`src/rtl/radix2_dit_fft_top_assert.svh`:
```
`ifndef RADIX2_DIT_FFT_TOP_ASSERT_SVH
`define RADIX2_DIT_FFT_TOP_ASSERT_SVH
// implication check under reset
`define A_IMPL(lbl, ant, con) \
    lbl: assert property (@(posedge i_clk) disable iff (!i_rst_n) (ant) |-> (con)) \
        else $error("lbl");
// next-cycle check under reset
`define A_NEXT(lbl, ant, con) \
    lbl: assert property (@(posedge i_clk) disable iff (!i_rst_n) (ant) |=> (con)) \
        else $error("lbl");
`endif

```
`src/rtl/r2fft_pkg.sv`:
```
package r2fft_pkg;
    localparam int MAX_POINTS   = 64;
    localparam int SAMPLE_BITS  = 16;
    localparam int TWIDDLE_BITS = 16;
    localparam int ACC_BITS     = 23;
    localparam int CIRCLE       = 64;

    typedef enum logic [2:0] {
        t_S_LOAD, t_S_RDB, t_S_RDA, t_S_MUL, t_S_WR, t_S_OUT
    } t_state;

    function automatic logic [23:0] quarter_sine(input logic [4:0] q);
        case (q)
            5'd0:  quarter_sine = 24'd0;
            5'd1:  quarter_sine = 24'd822227;
            5'd2:  quarter_sine = 24'd1636536;
            5'd3:  quarter_sine = 24'd2435084;
            5'd4:  quarter_sine = 24'd3210181;
            5'd5:  quarter_sine = 24'd3954362;
            5'd6:  quarter_sine = 24'd4660461;
            5'd7:  quarter_sine = 24'd5321678;
            5'd8:  quarter_sine = 24'd5931642;
            5'd9:  quarter_sine = 24'd6484482;
            5'd10: quarter_sine = 24'd6974873;
            5'd11: quarter_sine = 24'd7398092;
            5'd12: quarter_sine = 24'd7750063;
            5'd13: quarter_sine = 24'd8027397;
            5'd14: quarter_sine = 24'd8227423;
            5'd15: quarter_sine = 24'd8348215;
            default: quarter_sine = 24'd8388608;
        endcase
    endfunction

    // sine on a 64 point circle, Q.23, 25 bit signed
    function automatic logic signed [24:0] sine23(input logic [5:0] k);
        logic [4:0] q;
        logic neg;
        logic signed [24:0] m;
        begin
            neg = k[5];
            if (k[4]) begin
                q = 5'd16 - {1'b0, k[3:0]};
            end else begin
                q = {1'b0, k[3:0]};
            end
            m = $signed({1'b0, quarter_sine(q)});
            sine23 = neg ? -m : m;
        end
    endfunction

    function automatic logic signed [ACC_BITS-1:0] sat_acc(input logic signed [47:0] v);
        logic signed [47:0] hi;
        logic signed [47:0] lo;
        begin
            hi = (48'sd1 <<< (ACC_BITS - 1)) - 48'sd1;
            lo = -(48'sd1 <<< (ACC_BITS - 1));
            if (v > hi) begin
                sat_acc = hi[ACC_BITS-1:0];
            end else if (v < lo) begin
                sat_acc = lo[ACC_BITS-1:0];
            end else begin
                sat_acc = v[ACC_BITS-1:0];
            end
        end
    endfunction
endpackage

```
`src/rtl/r2fft_bfly.sv`:
```
module r2fft_bfly #(
    parameter int TW_BITS = r2fft_pkg::TWIDDLE_BITS
) (
    input  logic                                   i_clk,
    input  logic                                   i_mul,
    input  logic [5:0]                             i_k,
    input  logic signed [r2fft_pkg::ACC_BITS-1:0]  i_br,
    input  logic signed [r2fft_pkg::ACC_BITS-1:0]  i_bi,
    input  logic signed [r2fft_pkg::ACC_BITS-1:0]  i_ar,
    input  logic signed [r2fft_pkg::ACC_BITS-1:0]  i_ai,
    output logic signed [r2fft_pkg::ACC_BITS-1:0]  o_pr,
    output logic signed [r2fft_pkg::ACC_BITS-1:0]  o_pi,
    output logic signed [r2fft_pkg::ACC_BITS-1:0]  o_mr,
    output logic signed [r2fft_pkg::ACC_BITS-1:0]  o_mi
);
    import r2fft_pkg::*;
    localparam int PW = ACC_BITS + TW_BITS + 1;

    // Q.23 sine rounded half up to Q1.(TW_BITS-1), +1.0 saturated
    function automatic logic signed [TW_BITS-1:0] scale_tw(input logic signed [24:0] v);
        localparam int SH = 24 - TW_BITS;
        logic signed [25:0] r;
        logic signed [25:0] hi;
        begin
            hi = 26'sd1 <<< (TW_BITS - 1);
            hi = hi - 26'sd1;
            if (SH == 0) begin
                r = 26'(v);
            end else begin
                r = (26'(v) + (26'sd1 <<< (SH > 0 ? SH - 1 : 0))) >>> SH;
            end
            if (r > hi) begin
                r = hi;
            end
            scale_tw = r[TW_BITS-1:0];
        end
    endfunction

    logic signed [TW_BITS-1:0] wr, wi;
    logic signed [PW-1:0] r_tr, r_ti;
    logic signed [PW-1:0] n_tr, n_ti;
    logic signed [PW-1:0] rnd;

    assign wr = scale_tw(sine23(i_k + 6'd16));
    assign wi = scale_tw(sine23(i_k));
    assign rnd = PW'(1) <<< (TW_BITS - 2);

    always_comb begin
        n_tr = (PW'(i_br) * PW'(wr) - PW'(i_bi) * PW'(wi) + rnd) >>> (TW_BITS - 1);
        n_ti = (PW'(i_br) * PW'(wi) + PW'(i_bi) * PW'(wr) + rnd) >>> (TW_BITS - 1);
    end

    always_ff @(posedge i_clk) begin
        if (i_mul) begin
            r_tr <= n_tr;
            r_ti <= n_ti;
        end
    end

    assign o_pr = sat_acc(48'(i_ar) + 48'(r_tr));
    assign o_pi = sat_acc(48'(i_ai) + 48'(r_ti));
    assign o_mr = sat_acc(48'(i_ar) - 48'(r_tr));
    assign o_mi = sat_acc(48'(i_ai) - 48'(r_ti));
endmodule
```
`config.mk`:
```
export PLATFORM = sky130hd
export DESIGN_NAME = r2fft_bfly
export DESIGN_NICKNAME = d
export VERILOG_FILES = /design/src/rtl/radix2_dit_fft_top_assert.svh /design/src/rtl/r2fft_pkg.sv /design/src/rtl/r2fft_bfly.sv
export SDC_FILE = /design/constraint.sdc
export NUM_CORES = 2
export LEC_CHECK = 0
export BUFFER_PORTS_ARGS = -buffer_cell sky130_fd_sc_hd__clkbuf_2
export CELL_PAD_IN_SITES_DETAIL_PLACEMENT = 0
export CELL_PAD_IN_SITES_GLOBAL_PLACEMENT = 1
export CORE_MARGIN = 8
export CORE_UTILIZATION = 56
export DETAILED_ROUTE_END_ITERATION = 7
export GPL_TIMING_DRIVEN = 0
export HOLD_SLACK_MARGIN = 0.03
export PLACE_DENSITY = 0.95
export SETUP_SLACK_MARGIN = 0.5
export SYNTH_ARGS = -nofsm -noshare
export SYNTH_HDL_FRONTEND = slang
export SYNTH_SLANG_ARGS = --single-unit
```
`constraint.sdc`:
```
create_clock -name i_clk -period 29.8 [get_ports i_clk]
set_input_delay 2.98 -clock i_clk [delete_from_list [all_inputs] [get_ports i_clk]]
set_output_delay 2.98 -clock i_clk [all_outputs]
set_load 0.01 [all_outputs]
```
* After elaboration in Yosys (flattened, before gate mapping) *
Memory sizes are Yosys's and may differ from the RTL's.
Cells that the tools add are included.

operators by class
  multiplexer cells = 16
  add/subtract/negate cells = 15
  multipliers = 4
  order comparisons = 10

operators by type and width
  operator                count
  $mux 23                 8
  $mul 23x16->39          4
  $gt 26x23->1 const B    4
  $lt 26x23->1 const B    4
  $add 40x16->40 const B  2
  $add 23x25->26          2
  $add 25x9->26 const B   2
  $sub 23x25->26          2
  $mux 25                 2
  $neg 24->25             2
  $mux 24                 2
  $add 39x39->40          1
  $sub 39x39->40          1
  $gt 18x16->1 const B    2
  $mux 16                 2
  $mux 5                  2
  $sub 5x4->5 const A     2
  $add 6x5->6 const B     1

storage, ports and cells
  memories kept = 2
  logic and storage cells = 49
  input bits = 100
  register bits after elaboration = 50
  ROM bits = 736

memories
  name              words  width  read ports  clocked after Yosys merged registers in  wr ports  line             RTL
  (name not given)  16     23     1           0                                        0         r2fft_pkg.sv:13  case (q)
  (name not given)  16     23     1           0                                        0         r2fft_pkg.sv:13

* Logic depth before layout (Yosys ltp) *
An unclocked memory read counts as a cell.

  depth after elaboration = 13
  depth in mapped cells = 52
  mapped depth without buffers = 50

* Worst setup path after synthesis *
No wires, ideal clock.

  path type = input port to flip-flop
  from = input port i_k[0]
  to = register r_tr[24] (netlist name)
  arrival = 14.273 ns
  path buffers = 4
  library setup time = 0.259 ns
  slack = 15.268 ns
  stages on the path = 43
  cell sequence = buf_4 -> inv_1 -> ha_1 -> nand2_1 -> o21ai_0 -> inv_1 -> ha_1 -> o41ai_1 -> a31oi_2 -> xnor2_1 -> ha_1 -> nand3b_1 -> o41ai_1 -> o21ai_1 -> or3_1 -> buf_2 -> clkbuf_1 -> nand2_1 -> (+7 left out) -> fa_1 -> fa_1 -> fa_1 -> fa_1 -> inv_1 -> fa_1 -> inv_1 -> ha_1 -> a21o_1 -> a21o_1 -> a21oi_1 -> o21ai_0 -> a21o_1 -> a21oi_1 -> o31ai_4 -> a31o_2 -> o41a_2 -> a211o_1

on the way
  word-level cells in the longest chain between the ends = 13
  elaborated cells between the ends (all ways) = 23
  classes of those cells = add/sub: 9; mul: 2; order compare: 2; mux: 8; memory: 2

RTL lines
  element             line              RTL
  start, declared     r2fft_bfly.sv:6   input logic [5:0] i_k,
  $add 6x5->6         r2fft_bfly.sv:44  assign wr = scale_tw(sine23(i_k + 6'd16));
  $sub 5x4->5         r2fft_pkg.sv:42   q = 5'd16 - {1'b0, k[3:0]};
  $mux 5              r2fft_pkg.sv:41   if (k[4]) begin
  $mem_v2 16x23       n/a
  $mux 24             r2fft_pkg.sv:13
  $neg 24->25         r2fft_pkg.sv:47   sine23 = neg ? -m : m;
  $mux 25             r2fft_pkg.sv:47
  $add 25x9->26       r2fft_bfly.sv:30  r = (26'(v) + (26'sd1 <<< (SH > 0 ? SH - 1 : 0))) >>> SH;
  $gt 18x16->1        r2fft_bfly.sv:32  if (r > hi) begin
  $mux 16             r2fft_bfly.sv:32
  $mul 23x16->39      r2fft_bfly.sv:49  n_tr = (PW'(i_br) * PW'(wr) - PW'(i_bi) * PW'(wi) + rnd) >>> (TW_BITS - 1);
  $sub 39x39->40 (*)  r2fft_bfly.sv:49
  $add 40x16->40 (*)  r2fft_bfly.sv:49
  named net n_tr[24]  r2fft_bfly.sv:41  logic signed [PW-1:0] n_tr, n_ti;

Mark *: on every way through the listed nets, which the timed path passes. The rest lies on a longest branch.
A chain may end at the register's enable or synchronous reset.

* Final worst setup path *
  from = input port i_k[0]
  to = register r_tr[24] (netlist name)

on the way
  word-level cells in the longest chain between the ends = 13
  elaborated cells between the ends (all ways) = 23
  classes of those cells = add/sub: 9; mul: 2; order compare: 2; mux: 8; memory: 2

RTL lines
  element             line
  $add 6x5->6         r2fft_bfly.sv:44
  $sub 5x4->5         r2fft_pkg.sv:42
  $mux 5              r2fft_pkg.sv:41
  $mem_v2 16x23       n/a
  $mux 24             r2fft_pkg.sv:13
  $neg 24->25         r2fft_pkg.sv:47
  $mux 25             r2fft_pkg.sv:47
  $add 25x9->26       r2fft_bfly.sv:30
  $gt 18x16->1        r2fft_bfly.sv:32
  $mux 16             r2fft_bfly.sv:32
  $mul 23x16->39      r2fft_bfly.sv:49
  $sub 39x39->40 (*)  r2fft_bfly.sv:49
  $add 40x16->40 (*)  r2fft_bfly.sv:49
  named net n_tr[24]  r2fft_bfly.sv:41

Marked as above.

==> flow_metrics.py <==
metrics = {
    "synthesis": {
        "yosys-top-cells-area": "fa_1 51%, inv_1 11%, ha_1 9.2%, nand2_1 5.9%, and2_1 4.8%",
        "synth.ff_latch_count": 50,
        "ys_warn_count": 0,
        "yosysTopAreaCell": "fa_1",
        "synth.avg_cell_area_sq_um": 8.916,
        "synth_flop_cell": "edfxtp_1",
        "synth_seq_area_share_pct": 2.399,
        "synth.distinct_cells": 105,
        "syn-instance-count": 7018,
        "synth-edff-count": 50,
        "synth_top_area_share_pct": 51.09,
        "ys_top_cells_by_count": "1792 x inv_1, 1597 x fa_1, 989 x nand2_1",
        "synth.most_common_cell": "inv_1",
        "ys_async_sr_fraction_pct": 0,
        "synth_area_sq_mm": 0.06258,
        "syn_nets": 9175,
    },
    "worst_setup_path": {
        "cp_max_fo": 16,
        "crit_family": "adder cells",
        "crit_type": "in2reg",
        "worstSetupStartpointType": "primary input",
        "crit_path_end_kind": "flop",
        "slowest_delay_ns": 1.13,
        "crit_required_ns": 30.03,
        "worstPathBufferInverterCount": 10,
        "slowest_stage": "clkbuf_1",
        "critPathMostFrequentCell": "fa_1",
        "arrival_ns": 18.99,
    },
    "routing": {
        "drt_wl_total_mm": 230.7,
        "wl_per_cell_microns": 26.43,
        "postRouteAntennaNets": 0,
        "drtIter0Drc": 5255,
        "routed_via_density": 5.802,
        "drc_errors": 0,
        "vias": 50650,
        "first_pass_iters": 8,
    },
    "die": {
        "core_sq_mm": 0.1108,
        "die_x_microns": 350.3,
        "pin_count": 192,
        "std_cell_rows": 122,
        "dieArea_sq_mm": 0.1227,
        "initial_core_util_pct": 56.46,
        "die_h_microns": 350.3,
    },
    "cells_and_area": {
        "syn_to_final_growth_pct": 4.979,
        "drive_above_1_share_pct": 4.337,
        "fin_nets": 9373,
    },
    "clock_network": {
        "clock_path_buffers": 2,
        "clock-sinks": 50,
        "cts_resized": 0,
        "htreeDepth": 2,
        "cts_tree": "done",
        "cts_hold_buf": 0,
        "cts_buffers": 5,
        "clkTransAtPathRegs_ns": 0.08,
        "clockRootBuffer": "clkbuf_16",
        "postCtsSetupBuffers": 0,
    },
    "status": {
        "violations": "capacitance limit, slew limit",
        "outcome": "finished with violations",
    },
    "global_routing": {
        "grt_pass1_vias": 52970,
        "grt_pass1_wl_mm": 340.4,
        "grt_max_degree": 31,
        "antenna_found_initial": 29,
        "grt_overflow": 0,
        "grt_use_total_pct": 38.24,
    },
    "placement": {
        "port_buffers": 188,
        "place_congestion": 1.050,
        "place_hpwl_mm": 192.2,
    },
    "sta": {
        "worst_pin_slew_ns": 1.618,
        "setup_tns_ns": 0,
        "setup_viol": 0,
        "report.final.hold_viol_count": 0,
        "worst_slew_margin_rel_pct": -8.216,
        "period_needed_ns": 18.76,
        "slew_viol_final": 38,
        "finalCritPeriodShare_pct": 62.96,
        "rsz0062_at_grt": "no",
        "max_freq_mhz": 53.30,
    },
    "job": {
        "max_cap_viol_count": 6,
    },
    "min_path": {
        "hp-class": "in2reg",
    },
}
-- stage by stage --
step | cells | cell area (sq um) | setup slack [ns] | utilization [%] | hold WS (ns)
finish | 8730 | 65690 | 11.04 | 59.28 | 3.155
global route | 8708 | 65640 | 10.31 | 59.23 | 3.157
CTS | 8705 | 65630 | 11.48 | 59.22 | 3.140
detailed placement | 8697 | 65460 | 11.15 | 59.07 | 3.526
global placement | 8694 | 65380 | 11.05 | 58.99 | 3.647
floorplan | 7018 | 62580 | 15.27 | - | 3.093
-- per-layer routing --
metal | vias to the layer above | global-route usage [%] | routed length, microns
met1 | 25680 | 48.21 | 83010
met3 | 873 | 12.04 | 28920
li1 | 20930 | - | -
met2 | 3163 | 55.95 | 97160
met5 | - | 0 | 72
met4 | 10 | 26.98 | 21540
-- cells in the final DEF (no fill, tap or decap), drive strengths merged, types with 10 or more instances in the layout --
cell type  instances
a211oi            11
a21boi            11
a21o              54
a21oi            159
a31oi             35
and2             485
and3              17
buf               31
clkbuf           504
diode             25
edfxtp            50
fa              1597
ha               460
inv             1795
mux2i             13
nand2            990
nand2b            41
nand3             35
nand4             12
nor2             205
nor2b             52
nor3              44
nor3b             10
o211ai            18
o21a              16
o21ai            144
o21bai            17
o31ai             12
or2               39
or3               19
xnor2            157
xor2              46
-- registers in the layout, summed over array words and instances, names as in the netlist --
name / count
r_tr: 25
r_ti: 25
-- worst paths after layout --
check | slack, ns | to | cells after the start | start
worst max-delay path | 11.04 | r_tr[24]$_DFFE_PP_ | 42 | i_k[0]
worst min-delay path | 3.16 | r_ti[14]$_DFFE_PP_ | 1 | i_mul
-- cell type report --
class                           count  area [sq um]
Inverter                         1795          6738
Antenna cell                       25         62.56
Tap cell                         1488          1862
Clock buffer                        6         128.9
Timing Repair Buffer              191         998.5
Buffer                            338          1365
Sequential cell                    50          1501
Fill cell                        9992         45130
Multi-Input combinational cell   4835         53000
Clock inverter                      2         37.54
-- cell families (layout without fill, tap and decap cells) --
family / after synthesis / count (layout) / synth area share (%)
buffers and inverters: 2133 / 2332 / 12.95
adder cells (fa/ha/maj): 2057 / 2057 / 60.29
AND/OR/NAND/NOR: 1986 / 1986 / 15.16
AO/OA/AOI/OAI: 571 / 571 / 5.955
XOR/XNOR: 203 / 203 / 2.907
flip-flops: 50 / 50 / 2.399
multiplexers: 18 / 18 / 0.3399
other: 0 / 25 / 0
Power is left out: the tool's default activity adds up to more than one toggle a clock period on the data nets, which glitch-free logic cannot reach.
